[src/irpst_pkg.sv]
package irpst_pkg;

	// field widths
	localparam int unsigned TIME_W = 32;
	localparam int unsigned DUR_W  = 24;
	localparam int unsigned BIT_W  = 16;

	// duration saturation
	localparam int unsigned       USEC_PER_SEC = 1000000;
	localparam int unsigned       SAT_SECONDS  = 15;
	localparam logic [TIME_W-1:0] SAT_LIMIT    = TIME_W'((SAT_SECONDS + 1) * USEC_PER_SEC);
	localparam logic [DUR_W-1:0]  DUR_MAX      = 24'hFFFFFF;

	// bit time after reset
	localparam logic [BIT_W-1:0] BIT_TIME_RESET = 16'd208;

	// event commands
	typedef enum logic {
		CMD_SAMPLE  = 1'b0,
		CMD_TIMEOUT = 1'b1
	} irpst_cmd_t;

	// one duration word
	typedef struct packed {
		logic             is_pulse;
		logic [DUR_W-1:0] duration_us;
		logic             last;
	} irpst_word_t;

	// modular time difference, saturated at sixteen seconds
	function automatic logic [DUR_W-1:0] elapsed(input logic [TIME_W-1:0] from_t,
		input logic [TIME_W-1:0] to_t);
		logic [TIME_W-1:0] diff;
		diff = to_t - from_t;
		return (diff >= SAT_LIMIT) ? DUR_MAX : diff[DUR_W-1:0];
	endfunction

endpackage

[src/irpst_evt_if.sv]
interface irpst_evt_if
	import irpst_pkg::*;
();
	logic              valid;
	logic              ready;
	logic              cmd;
	logic [TIME_W-1:0] time_us;

	modport source (output valid, output cmd, output time_us, input ready);
	modport sink (input valid, input cmd, input time_us, output ready);
endinterface

[src/irpst_dur_if.sv]
interface irpst_dur_if
	import irpst_pkg::*;
();
	logic             valid;
	logic             ready;
	logic             is_pulse;
	logic [DUR_W-1:0] duration_us;
	logic             last;

	modport source (output valid, output is_pulse, output duration_us, output last,
		input ready);
	modport sink (input valid, input is_pulse, input duration_us, input last,
		output ready);
endinterface

[src/ir_pulse_space_timing_capture.sv]
// an event beat is registered in the input stage when accepted; its words are then written
//   into the output queue, and the first shows on dur as soon as it is stored; the second
//   word of a pair shows once the first has been taken
// throughput: one event per cycle; an event that closes a pulse and a space gives two
//   words, which the output queue absorbs; evt.ready drops while the queue is near full
// reset (arst_n low): no level running, start and sample times zero, bit time 208 us,
//   queue empty; no clearing pass
module ir_pulse_space_timing_capture
	import irpst_pkg::*;
#(
	parameter int unsigned FIFO_DEPTH = 8
) (
	input  logic                clk,
	input  logic                arst_n,
	input  logic                cfg_we,
	input  logic [BIT_W-1:0]    cfg_wdata,
	irpst_evt_if.sink           evt,
	irpst_dur_if.source         dur
);

	// queue depth must be a power of two, at least four
	localparam int unsigned PTR_W = $clog2(FIFO_DEPTH);
	localparam int unsigned CNT_W = $clog2(FIFO_DEPTH + 1);
	localparam int unsigned SUM_W = CNT_W + 2;

	// configuration and level state
	logic [BIT_W-1:0]  bit_time_q;
	logic              level_q;
	logic [TIME_W-1:0] start_q;
	logic [TIME_W-1:0] prev_q;

	// input stage
	logic              valid_s1;
	logic              cmd_s1;
	logic [TIME_W-1:0] time_s1;

	// output queue
	irpst_word_t       fifo_q [FIFO_DEPTH];
	logic [PTR_W-1:0]  wr_ptr_q;
	logic [PTR_W-1:0]  rd_ptr_q;
	logic [CNT_W-1:0]  count_q;

	logic              evt_acc;
	logic              dur_acc;
	logic              is_sample;
	logic              is_timeout;
	logic [BIT_W-2:0]  half;
	logic [DUR_W-1:0]  since_level;
	logic [DUR_W-1:0]  since_sample;
	logic [DUR_W-1:0]  pulse_d;
	logic [DUR_W-1:0]  pulse_w;
	logic              gap;
	logic              close_pulse;
	logic [DUR_W-1:0]  space_d;
	logic [DUR_W-1:0]  space_base;
	logic [DUR_W:0]    space_sum;
	logic [DUR_W-1:0]  space_w;
	irpst_word_t       word0;
	irpst_word_t       word1;
	logic [1:0]        n_push;
	logic [SUM_W-1:0]  need;

	// handshakes
	assign need    = SUM_W'(count_q) + (valid_s1 ? SUM_W'(2) : SUM_W'(0)) + SUM_W'(2);
	assign evt.ready = (need <= SUM_W'(FIFO_DEPTH));
	assign evt_acc = evt.valid && evt.ready;
	assign dur_acc = dur.valid && dur.ready;

	// input stage register
	always_ff @(posedge clk or negedge arst_n) begin
		if (!arst_n) begin
			valid_s1 <= 1'b0;
		end else begin
			valid_s1 <= evt_acc;
		end
	end

	always_ff @(posedge clk) begin
		if (evt_acc) begin
			cmd_s1  <= evt.cmd;
			time_s1 <= evt.time_us;
		end
	end

	// durations
	assign is_sample    = valid_s1 && (cmd_s1 == CMD_SAMPLE);
	assign is_timeout   = valid_s1 && (cmd_s1 == CMD_TIMEOUT);
	assign half         = bit_time_q[BIT_W-1:1];
	assign since_level  = elapsed(start_q, time_s1);
	assign since_sample = elapsed(prev_q, time_s1);
	assign pulse_d      = elapsed(start_q, prev_q);

	// pulse shortened by half a bit, floor of one
	assign pulse_w = (pulse_d > DUR_W'(half)) ? (pulse_d - DUR_W'(half)) : DUR_W'(1);

	// gap longer than two bit times closes a running pulse
	assign gap         = ({1'b0, since_sample} > {(DUR_W + 1 - BIT_W - 1)'(0), bit_time_q, 1'b0});
	assign close_pulse = is_sample && level_q && gap;

	// space ends one bit before the sample, then lengthened by half a bit
	assign space_d    = close_pulse ? since_sample : since_level;
	assign space_base = (space_d < DUR_W'(bit_time_q)) ? DUR_W'(0)
		: (space_d - DUR_W'(bit_time_q));
	assign space_sum  = {1'b0, space_base} + (DUR_W + 1)'(half);
	assign space_w    = space_sum[DUR_W] ? DUR_MAX : space_sum[DUR_W-1:0];

	// words caused by the registered event
	always_comb begin
		n_push = 2'd0;
		word0  = '{is_pulse: 1'b0, duration_us: space_w, last: 1'b1};
		word1  = '{is_pulse: 1'b0, duration_us: space_w, last: 1'b1};
		if (is_timeout) begin
			if (level_q) begin
				word0  = '{is_pulse: 1'b1, duration_us: pulse_w, last: 1'b1};
				n_push = 2'd1;
			end
		end else if (is_sample) begin
			if (close_pulse) begin
				word0  = '{is_pulse: 1'b1, duration_us: pulse_w, last: 1'b0};
				n_push = 2'd2;
			end else if (!level_q) begin
				n_push = 2'd1;
			end
		end
	end

	// bit time register and level tracking
	always_ff @(posedge clk or negedge arst_n) begin
		if (!arst_n) begin
			bit_time_q <= BIT_TIME_RESET;
			level_q    <= 1'b0;
			start_q    <= '0;
			prev_q     <= '0;
		end else begin
			if (cfg_we) begin
				bit_time_q <= cfg_wdata;
			end
			if (is_timeout && level_q) begin
				level_q <= 1'b0;
				start_q <= prev_q;
			end
			if (is_sample) begin
				prev_q <= time_s1;
				if (close_pulse || !level_q) begin
					level_q <= 1'b1;
					start_q <= time_s1 - TIME_W'(bit_time_q);
				end
			end
		end
	end

	// queue pointers and fill count
	always_ff @(posedge clk or negedge arst_n) begin
		if (!arst_n) begin
			wr_ptr_q <= '0;
			rd_ptr_q <= '0;
			count_q  <= '0;
		end else begin
			wr_ptr_q <= wr_ptr_q + PTR_W'(n_push);
			if (dur_acc) begin
				rd_ptr_q <= rd_ptr_q + PTR_W'(1);
			end
			count_q <= count_q + CNT_W'(n_push) - (dur_acc ? CNT_W'(1) : CNT_W'(0));
		end
	end

	// queue storage
	always_ff @(posedge clk) begin
		if (n_push != 2'd0) begin
			fifo_q[wr_ptr_q] <= word0;
		end
		if (n_push == 2'd2) begin
			fifo_q[wr_ptr_q + PTR_W'(1)] <= word1;
		end
	end

	// output beat from the queue head
	assign dur.valid       = (count_q != '0);
	assign dur.is_pulse    = fifo_q[rd_ptr_q].is_pulse;
	assign dur.duration_us = fifo_q[rd_ptr_q].duration_us;
	assign dur.last        = fifo_q[rd_ptr_q].last;

`ifndef ASSERT_OFF
	// queue never overfills
	a_count_bound: assert property (@(posedge clk) disable iff (!arst_n)
		count_q <= CNT_W'(FIFO_DEPTH))
		else $error("output queue overfilled");

	// accepting leaves room for two words of the event in flight
	a_room: assert property (@(posedge clk) disable iff (!arst_n)
		evt.ready |-> (SUM_W'(count_q) + (valid_s1 ? SUM_W'(2) : SUM_W'(0))
			<= SUM_W'(FIFO_DEPTH - 2)))
		else $error("input accepted without queue room");

	// two words only from a sample that closes a pulse
	a_two_words: assert property (@(posedge clk) disable iff (!arst_n)
		(n_push == 2'd2) |-> (is_sample && level_q))
		else $error("two words from an event that cannot close a pulse");

	// a timeout always ends with no pulse running
	a_timeout_level: assert property (@(posedge clk) disable iff (!arst_n)
		is_timeout |=> !level_q)
		else $error("pulse still running after timeout");

	// a sample always leaves a pulse running at its own time
	a_sample_level: assert property (@(posedge clk) disable iff (!arst_n)
		is_sample |=> (level_q && (prev_q == $past(time_s1))))
		else $error("sample did not start or keep a pulse");
`endif

endmodule

[src/flat_wrapper.sv]
// flat-port wrapper written by rule: the top's interface ports become plain ports
module ir_pulse_space_timing_capture_flat import irpst_pkg::*;
#(
	parameter int unsigned FIFO_DEPTH = 8
)
  (clk, arst_n, cfg_we, cfg_wdata, evt_valid, evt_cmd, evt_time_us, evt_ready, dur_valid, dur_is_pulse, dur_duration_us, dur_last, dur_ready);
  irpst_evt_if evt_i ();
  irpst_dur_if dur_i ();
  input  logic clk;
  input  logic arst_n;
  input  logic cfg_we;
  input  logic [BIT_W-1:0] cfg_wdata;
  input wire logic [$bits(evt_i.valid)-1:0] evt_valid;
  input wire logic [$bits(evt_i.cmd)-1:0] evt_cmd;
  input wire logic [$bits(evt_i.time_us)-1:0] evt_time_us;
  output wire logic [$bits(evt_i.ready)-1:0] evt_ready;
  output wire logic [$bits(dur_i.valid)-1:0] dur_valid;
  output wire logic [$bits(dur_i.is_pulse)-1:0] dur_is_pulse;
  output wire logic [$bits(dur_i.duration_us)-1:0] dur_duration_us;
  output wire logic [$bits(dur_i.last)-1:0] dur_last;
  input wire logic [$bits(dur_i.ready)-1:0] dur_ready;
  assign evt_i.valid = evt_valid;
  assign evt_i.cmd = evt_cmd;
  assign evt_i.time_us = evt_time_us;
  assign evt_ready = evt_i.ready;
  assign dur_valid = dur_i.valid;
  assign dur_is_pulse = dur_i.is_pulse;
  assign dur_duration_us = dur_i.duration_us;
  assign dur_last = dur_i.last;
  assign dur_i.ready = dur_ready;
  ir_pulse_space_timing_capture #(.FIFO_DEPTH(FIFO_DEPTH)) u_core (.clk(clk), .arst_n(arst_n), .cfg_we(cfg_we), .cfg_wdata(cfg_wdata), .evt(evt_i), .dur(dur_i));
endmodule
[config.mk]
export PLATFORM = sky130hd
export DESIGN_NAME = ir_pulse_space_timing_capture_flat
export DESIGN_NICKNAME = d
export VERILOG_FILES = /design/src/irpst_pkg.sv /design/src/irpst_evt_if.sv /design/src/irpst_dur_if.sv /design/src/ir_pulse_space_timing_capture.sv /design/src/flat_wrapper.sv
export SDC_FILE = /design/constraint.sdc
export NUM_CORES = 1
export LEC_CHECK = 0
export ABC_AREA = 0
export BUFFER_PORTS_ARGS = -buffer_cell sky130_fd_sc_hd__buf_4
export CAP_MARGIN = 20
export CORE_ASPECT_RATIO = 1.4
export CORE_MARGIN = 2
export CORE_UTILIZATION = 55
export CTS_CLUSTER_SIZE = 20
export DETAILED_ROUTE_END_ITERATION = 12
export GPL_TIMING_DRIVEN = 1
export PLACE_DENSITY = 0.75
export REMOVE_ABC_BUFFERS = 1
export SETUP_SLACK_MARGIN = 0.4
export SYNTH_ARGS = -nofsm -noshare
export SYNTH_HDL_FRONTEND = slang
export SYNTH_SLANG_ARGS = --single-unit
[constraint.sdc]
create_clock -name clk -period 13.3 [get_ports clk]
set_input_delay 0.665 -clock clk [delete_from_list [all_inputs] [get_ports clk]]
set_output_delay 0.665 -clock clk [all_outputs]
set_load 0.05 [all_outputs]
Word-level counts from Yosys, hierarchy flattened
Memories as Yosys holds them, arrays and structs flattened.
Index checks and enable logic that the tools add are counted.

operators by class
  add/sub/neg operators = 14
  order comparisons = 7
  mux-type cells = 28
  reduce and logical (&&, ||, !) cells = 11
  bitwise logic cells = 1
  equality and inequality tests = 1

operators with widths
  operator              count
  $mux 24               7
  $mux 26               4
  $ge 32x24->1 const B  3
  $mux 32               3
  $sub 32x32->32        3
  $sub 32x16->32        1
  $add 24x15->25        1
  $gt 24x15->1          1
  $gt 24x17->1          1
  $lt 24x16->1          1
  $sub 24x15->24        1
  $sub 24x16->24        1
  $mux 1                10
  $mux 2                4
  $logic_and 1x1->1     7
  $add 3x1->3 const B   2
  $add 4x6->6           1
  $add 6x2->6 const B   1
  $le 6x4->1 const B    1
  $add 4x2->4           1
  $reduce_bool 4->1     1
  $sub 4x4->4           1
  $add 3x2->3           1
  $eq 2x2->1 const B    1
  other kinds (4)       4

storage, ports and cells
  register bits = 125
  memories = 1
  word-level logic and storage cells = 73
  memory bits (writable) = 208
  bits of input ports = 54

memories
  name           depth  bits a word  rd ports  clocked after memory_dff  write ports  RTL line                             RTL
  u_core.fifo_q  8      26           1         0                         2            ir_pulse_space_timing_capture.sv:38  irpst_word_t fifo_q [FIFO_DEPTH];

Depth between registers and ports, before layout
Gate-level depths: netlist of the first run.

  depth in word-level cells = 13
  gate-level depth with buffers = 63
  depth with buffers taken out = 57

Least setup slack after synthesis of the first run
No wires, ideal clock.

  path type = register -> register
  start point = reg u_core.time_s1[0]
  end point = mem u_core.fifo_q[1][9] (netlist bit) (data pin)
  slack = 0.033 ns
  library setup time = 0.287 ns
  path buffers = 7
  period minus slack after synthesis = 13.267 ns
  stages on the path, launching flop included = 64
  arrival time = 12.979 ns
  path through = edfxtp_1 inv_1 ha_1 inv_1 fa_1 a21o_1 a311o_1 a211oi_2 o21ai_0 mux2i_1 o2111ai_1 nor4_1 and4_1 buf_2 clkbuf_1 clkbuf_1 nand2_1 ha_1 (+28 left out) ha_1 fa_1 a21o_1 a21oi_1 o21bai_1 a21oi_1 o21bai_1 a21oi_1 o21bai_1 a21oi_1 o21ai_0 and4_1 a2111oi_0 or3_1 nor3b_2 buf_4 nor2_2 o22ai_1

RTL lines
  item                      RTL line                             RTL
  start: declaration        ir_pulse_space_timing_capture.sv:35  logic [TIME_W-1:0] time_s1;
  start signal: assignment  ir_pulse_space_timing_capture.sv:81  time_s1 <= evt.time_us;
  end: declaration          ir_pulse_space_timing_capture.sv:38

==> impl_results.md, run 1 <==
* Status: finished clean
* Placer Congestion at 0.9629
* Post-synth EDFFs at 225
* RSZ-0062 raised after global routing: false
* Die ar. at 47430 sq um
* Leakage at 11.01 nW
* Most frequent cells in the layout: nand2_1, edfxtp_1, o22ai_1, a21oi_1, ha_1
* CTS tree: yes
* Worst Hold Class: input port to asynchronous set/reset pin
* HPWL after DPL at 58.59 mm
* Drt drc at 0
* H-tree depth at 2
* Critical path launch point type: flip-flop
* Period utilisation layout at 0.9365
* Cts hold-fix bufs at 0
* Row cnt at 92
* Final Non-Filler Cells at 3391
* First-pass GRT wire length at 123.8 mm
* Vias in the first global route at 22310
* Antenna diodes at 0
* Core ar. at 45120 sq um
* Slew Limit Fails at 0
* Chip height at 256.9 um
* Clock tree buffer depth at 3
* Worst Tran Pin Value at 1.194 ns
* Port Buffers at 81
* Post-synth top flop: edfxtp_1
* CP peak stage delay at 0.50 ns
* Crit Path Class: flip-flop to flip-flop
* Die width at 184.6 um
* Max-capacitance violation count at 0
* Critical register-to-register path startpoint: u_core.time_s1[0]
* Antenna violations before repair at 0
* Cells after synthesis at 2686
* Min Tclk post-route at 12.46 ns
* Wire length per cell at 23.90 um
* DRT iter0 DRCs at 1982
* Cell Pwr Density at 269.0 nW/um^2
* Yosys warns at 0
* Pin count of the biggest net entering global routing at 67
* Reg clk slew, reported paths at 0.06 ns
* Routed vias/inst at 6.641
* Clk_lat worst skew at 0.55 ns
* Critical Path RT at 13.66 ns
* Tot GR Track Use at 0.3377
* Post-synth ARST share at 0.2763
* Share of layout cells above drive strength 1 at 0.1450
* Clock Sinks at 333
* Total negative slack at 0 ns
* Ports at 82
* Crit path arrival time at 12.82 ns
* Hold WS at 0.07582 ns
* Fmax at 80.29 MHz
* Num CTS Buffers at 35
* VDD IR max at 179.4 uV
* Fin. Hold Viols at 0
* Setup violators final at 0
* Slew margin rel. at 0.1836
* Routed WL at 81.04 mm
* CP Capture Type: flip-flop
* Gr ovfl total at 0
* FILL cells at 3833
* Drt pass-1 iters at 7
* Placed cell count at 3313
* Max Fanout on Critical Path at 18
* Syn Std Cell Area at 25120 sq um
* Final nets at 3001
* Skew final at 0.02712 ns
* Syn-to-layout area delta at 12.49%
* CTS root buf: clkbuf_16
* CP Launch Point: u_core.time_s1[0]
* Antenna Nets Post-Route at 0
* Synth Area per Inst at 9.354 sq um
* Starting density of the core at 0.5568
* Cell variety after synth at 89
* PnR Total Power at 7.602 mW
* Yosys reg bits at 333
* Most common cell after layout, fill and taps aside: nand2_1
* Crit-path slowest cell: nor3b_4
* Sequential share of the synthesized area at 0.3735
* Via count at 22520
-- synthesized netlist by cell type, types with 14 or more instances --
cell,count,area share
inv_1,156,0.023
a211oi_1,35,0.010
nor2b_1,26,0.0065
nand3_1,58,0.012
or3_1,29,0.0072
mux2_2,33,0.015
nand2b_1,39,0.0097
mux4_2,52,0.047
nand4_1,29,0.0072
a21o_1,55,0.016
dfrtp_1,89,0.089
o21a_1,25,0.0075
dfxtp_1,16,0.013
xor2_1,62,0.022
ha_1,184,0.092
nor2_1,169,0.025
clkbuf_1,95,0.014
nor2_2,17,0.0042
o22ai_1,193,0.048
o21ai_0,176,0.035
nor3_1,61,0.012
o21bai_1,14,0.0042
nand2_1,237,0.035
and2_1,22,0.0055
a21oi_1,197,0.039
o211ai_1,15,0.0045
a31oi_1,19,0.0047
xnor2_1,74,0.026
edfxtp_1,225,0.27
and3_1,17,0.0042
-- registers in the layout, indices dropped and copies added, names as in the netlist, named ones only --
name,count
u_core.time_s1,32
u_core.cmd_s1,1
u_core.prev_q,32
u_core.wr_ptr_q,3
u_core.bit_time_q,16
u_core.start_q,32
u_core.count_q,4
u_core.fifo_q,208
u_core.valid_s1,1
u_core.rd_ptr_q,3
-- cell families after synthesis --
logic type | count (synthesis) | share of synthesized area
buffers and inverters | 277 | 0.04233
adders and majority gates | 193 | 0.09880
AOI/OAI and AO/OA | 879 | 0.2219
DFF | 333 | 0.3735
and+or+nand+nor | 774 | 0.1511
muxes | 94 | 0.06499
xor gates and xnor gates | 136 | 0.04741
-- metrics by stage --
step / utilization / cell area [sq um] / setup slack, ns
floorplan: - / 24650 / -0.6474
global placement: 0.5903 / 26630 / 0.2644
detailed placement: 0.5903 / 26630 / -0.1283
CTS: 0.6182 / 27900 / 0.4359
global route: 0.6263 / 28260 / 0.3011
finish: 0.6263 / 28260 / 0.8444
-- where the power goes --
| group | internal, mW | switching [mW] | leakage (nW) |
|---|---|---|---|
| sequential | 1.36 | 0.207 | 3.42 |
| clock | 0.554 | 0.434 | 0.544 |
| combinational | 1.85 | 3.19 | 7.04 |
-- metal layers --
metal	part of all wire	vias to the layer above	global-route usage
met4	0.062	0	0.1903
met5	0	-	0
met2	0.50	1063	0.5981
met3	0.066	293	0.03793
li1	-	10310	-
met1	0.37	10860	0.3948
-- final timing paths --
path	cells after the start	slack [ns]	end
setup / recovery	61	0.84	u_core.fifo_q[7][2]
hold / removal	1	0.08	u_core.start_q[4]
setup reg to reg	61	0.84	u_core.fifo_q[7][2]
hold reg to reg	2	0.46	u_core.fifo_q[3][25]
max in group asynchronous	2	11.97	u_core.prev_q[31]
min in group clk	1	0.30	u_core.time_s1[11]
-- layout make-up --
| cell class | instances | area, sq um | share of cell area |
|---|---|---|---|
| sequential | 333 | 9389 | 0.3322 |
| clock buffer | 49 | 968.4 | 0.03427 |
| timing repair buffer | 151 | 1249 | 0.04418 |
| tap | 611 | 764.5 | 0.02705 |
| inverter | 157 | 589.3 | 0.02085 |
| multi-input combinational | 2076 | 15140 | 0.5358 |
| clock inverter | 14 | 157.7 | 0.005578 |
-- what timing repair did --
item / 4_1_cts / 5_1_grt
resized for setup: 25 / 54
cloned: 0 / 2
setup buffers: 1 / 10
pin swaps: 2 / 19
setup endpoints to repair: 192 / 192
-- worst max-delay path: cells and delay by family (launching register included) --
| kind | cells | cell delay (ns) |
|---|---|---|
| muxes | 1 | 0.25 |
| buffers and inverters | 9 | 1.42 |
| and+or+nand+nor | 16 | 3.46 |
| AOI/OAI and AO/OA | 30 | 5.11 |
| adders and majority gates | 5 | 1.62 |
| DFF | 1 | 0.36 |
No activity file was read; power rests on OpenSTA's default activity.
==> run 2: changes to the inputs <==
--- a/config.mk
+++ b/config.mk
@@ -9,7 +9,7 @@
 export BUFFER_PORTS_ARGS = -buffer_cell sky130_fd_sc_hd__buf_4
 export CAP_MARGIN = 20
 export CORE_ASPECT_RATIO = 1.4
-export CORE_MARGIN = 2
+export CORE_MARGIN = 1
 export CORE_UTILIZATION = 55
 export CTS_CLUSTER_SIZE = 20
 export DETAILED_ROUTE_END_ITERATION = 12
==> constraint.sdc (replaced) <==
create_clock -name clk -period 13.3 [get_ports clk]
set_input_delay 2.66 -clock clk [delete_from_list [all_inputs] [get_ports clk]]
set_output_delay 2.66 -clock clk [all_outputs]
set_load 0.05 [all_outputs]
==> run 2 against run 1 <==
Against the previous run:
- via count fell by 0.10%
- clock-buffer cell count up 4
- sequential power is essentially flat
- cell area barely moved
- register-to-register slack better by 0.22 ns
- setup slack better by 0.22 ns
- critical endpoint is now u_core.fifo_q[1][2]
==> impl_results.md, run 2 (same netlist as run 1, synthesis figures left out) <==
* Status: finished clean (unchanged)
* Antenna Nets Post-Route at 0 (unchanged)
* Drt drc at 0 (unchanged)
* Critical path's top delay family: compound AO/OA/AOI/OAI gates (unchanged)
* Clk_lat worst skew at 0.56 ns (was 0.55 ns)
* CP Depth at 57 (was 61)
* Reg clk slew, reported paths at 0.06 ns (about the same)
* CP Buf/Inv Count at 5 (was 9)
* Routed WL at 81.45 mm (was 81.04 mm)
* Combinational Power Share at 0.662 (was 0.664)
* R2R setup slack at 1.07 ns (was 0.84 ns)
* RSZ-0062 raised after global routing: false (unchanged)
* Die width at 182.6 um (was 184.6 um)
* FILL cells at 3757 (was 3833)
* Total negative slack at 0 ns (unchanged)
* Biggest register: u_core.fifo_q (unchanged)
* Leakage at 10.99 nW (was 11.01 nW)
* Fin. Hold Viols at 0 (unchanged)
* Max reg flops at 208 (unchanged)
* Syn-to-layout area delta at 12.44% (was 12.49%)
* Clock tree buffer depth at 3 (unchanged)
* Clock Power Share at 0.134 (was 0.130)
* Worst Hold Class: flip-flop to flip-flop (was input port to asynchronous set/reset pin)
* Via count at 22500 (was 22520)
* Routed vias/inst at 6.628 (was 6.641)
* Antenna violations before repair at 0 (unchanged)
* CTS root buf: clkbuf_16 (unchanged)
* DRT iter0 DRCs at 2138 (was 1982)
* Worst r2r path cells at 57 (was 61)
* Share of layout cells above drive strength 1 at 0.1448 (was 0.1450)
* CTS tree: yes (unchanged)
* NetSw at 3.844 mW (was 3.834 mW)
* Placer Congestion at 1.018 (was 0.9629)
* Port Buffers at 81 (unchanged)
* Critical Path RT at 13.56 ns (was 13.66 ns)
* Final nets at 3002 (was 3001)
* Max-capacitance violation count at 0 (unchanged)
* Critical path destination: u_core.fifo_q[1][2] (was u_core.fifo_q[7][2])
* Placement Cell Area at 26630 sq um (about the same)
* Slew margin rel. at 0.1681 (was 0.1836)
* Worst R2R End: u_core.fifo_q[1][2] (was u_core.fifo_q[7][2])
* Cts hold-fix bufs at 0 (unchanged)
* Critical register-to-register path startpoint: u_core.time_s1[19] (was u_core.time_s1[0])
* Crit Path Class: flip-flop to flip-flop (unchanged)
* Crit path arrival time at 12.49 ns (was 12.82 ns)
* Starting density of the core at 0.5582 (was 0.5568)
* Antenna diodes at 0 (unchanged)
* Drt pass-1 iters at 8 (was 7)
* Chip height at 254.9 um (was 256.9 um)
* Sw Share at 0.5039 (was 0.5044)
* Clock Sinks at 333 (unchanged)
* HPWL after DPL at 58.65 mm (was 58.59 mm)
* Core ar. at 45010 sq um (was 45120 sq um)
* Slew Limit Fails at 0 (unchanged)
* Gr ovfl total at 0 (unchanged)
* Critical path's most frequent cell: a21oi_2
* Crit-path slowest cell: ha_1 (was nor3b_4)
* Setup violators final at 0 (unchanged)
* Min Tclk post-route at 12.23 ns (was 12.46 ns)
* First-pass GRT wire length at 123.6 mm (was 123.8 mm)
* Vias in the first global route at 22240 (was 22310)
* Wire length per cell at 24.00 um (was 23.90 um)
* PnR Total Power at 7.628 mW (was 7.602 mW)
* Fmax at 81.76 MHz (was 80.29 MHz)
* Fin area at 28250 sq um (was 28260 sq um)
* Cell Pwr Density at 270.0 nW/um^2 (was 269.0 nW/um^2)
* CP peak stage delay at 0.56 ns (was 0.50 ns)
* Period utilisation layout at 0.9196 (was 0.9365)
* Num CTS Buffers at 37 (was 35)
* Skew final at 0.02420 ns (was 0.02712 ns)
* Critical path launch point type: flip-flop (unchanged)
* Max Fanout on Critical Path at 21 (was 18)
* Finished Core Util at 0.6276 (was 0.6263)
* Row cnt at 92 (unchanged)
* Most common cell after layout, fill and taps aside: nand2_1 (unchanged)
* Seq pwr share at 0.205 (was 0.206)
* H-tree depth at 2 (unchanged)
* Tot GR Track Use at 0.3469 (was 0.3377)
* Die ar. at 46550 sq um (was 47430 sq um)
* CP Launch Point: u_core.time_s1[19] (was u_core.time_s1[0])
* Most frequent cells in the layout: nand2_1, edfxtp_1, o22ai_1, a21oi_1, ha_1 (unchanged)
* Ports at 82 (unchanged)
* Worst Tran Pin Value at 1.232 ns (was 1.194 ns)
* Internal Power at 3.784 mW (was 3.768 mW)
* VDD IR max at 184.3 uV (was 179.4 uV)
* Pin count of the biggest net entering global routing at 64 (was 67)
* CP Capture Type: flip-flop (unchanged)
==> run 2: cell count changes in the layout (fill, tap and decap cells not counted), sizes merged <==
cell	before	now
inv	156	158
bufinv	2	1
buf	149	150
clkinvlp	2	4
clkinv	11	8
clkbuf	51	53
==> run 2: final cells by class <==
class                      count  area, sq um  share of cell area
multi-input combinational   2076        15150              0.5363
inverter                     157        589.3             0.02086
sequential                   333         9389              0.3324
tap                          611        764.5             0.02706
timing repair buffer         150         1197             0.04239
clock buffer                  53         1046             0.03703
clock inverter                14        111.4            0.003942
==> run 2: worst reg2reg max path: cells and delay by family, from the launching register on <==
kind            cells  cell delay (ns)
compound gates     28             4.68
fa+ha+maj           5             1.92
flops               1             0.51
simple gates       19             3.97
buf+inv             5             0.87
==> run 2: routing by layer <==
metal  GRT usage  wire length [um]  part of all wire  vias to the layer above
li1            -                 -                 -                    10300
met1      0.3964             30160              0.37                    10750
met2      0.6171             39990              0.49                     1155
met3     0.04624              5952             0.073                      300
met4      0.2108              5347             0.066                        0
met5           0                 0                 0                        -
==> run 2: per-stage QoR <==
step | cells | setup WS (ns) | hold slack (ns)
3_3_place_gp | 3312 | 0.1729 | 0.4383
2_1_floorplan | 2566 | -0.6474 | 0.4309
5_1_grt | 3394 | 0.3699 | 0.4684
6_report | 3394 | 1.069 | 0.4644
4_1_cts | 3382 | 0.4124 | 0.4628
3_5_place_dp | 3313 | -0.06706 | 0.4534
==> run 2: how the worst min path moves through the flow <==
| stage | start | end | cells past startpoint |
|---|---|---|---|
| finish | u_core.fifo_q[6][25] | u_core.fifo_q[6][25] | 2 |
| floorplan | u_core.fifo_q[3][25] | u_core.fifo_q[3][25] | 2 |
| CTS | u_core.fifo_q[4][25] | u_core.fifo_q[4][25] | 2 |
| global route | u_core.fifo_q[4][25] | u_core.fifo_q[4][25] | 2 |
| global placement | u_core.fifo_q[7][25] | u_core.fifo_q[7][25] | 2 |
| detailed placement | u_core.fifo_q[4][25] | u_core.fifo_q[4][25] | 2 |
==> run 2: repair_timing <==
| action | 4_1_cts | 5_1_grt |
|---|---|---|
| pin swaps | 2 | 25 |
| endpoints found under the setup margin | 192 | 192 |
| setup buffers | 2 | 11 |
| resized for setup | 22 | 58 |
==> run 2: power groups by stage <==
stage / Clock, mW / Combinational (mW) / Sequential, mW
3_3_place_gp: 0 / 4.70 / 1.57
2_1_floorplan: 0 / 3.40 / 1.55
3_5_place_dp: 0 / 4.77 / 1.57
6_report: 1.02 / 5.05 / 1.56
5_1_grt: 1.07 / 5.43 / 1.58
4_1_cts: 1.03 / 4.86 / 1.55
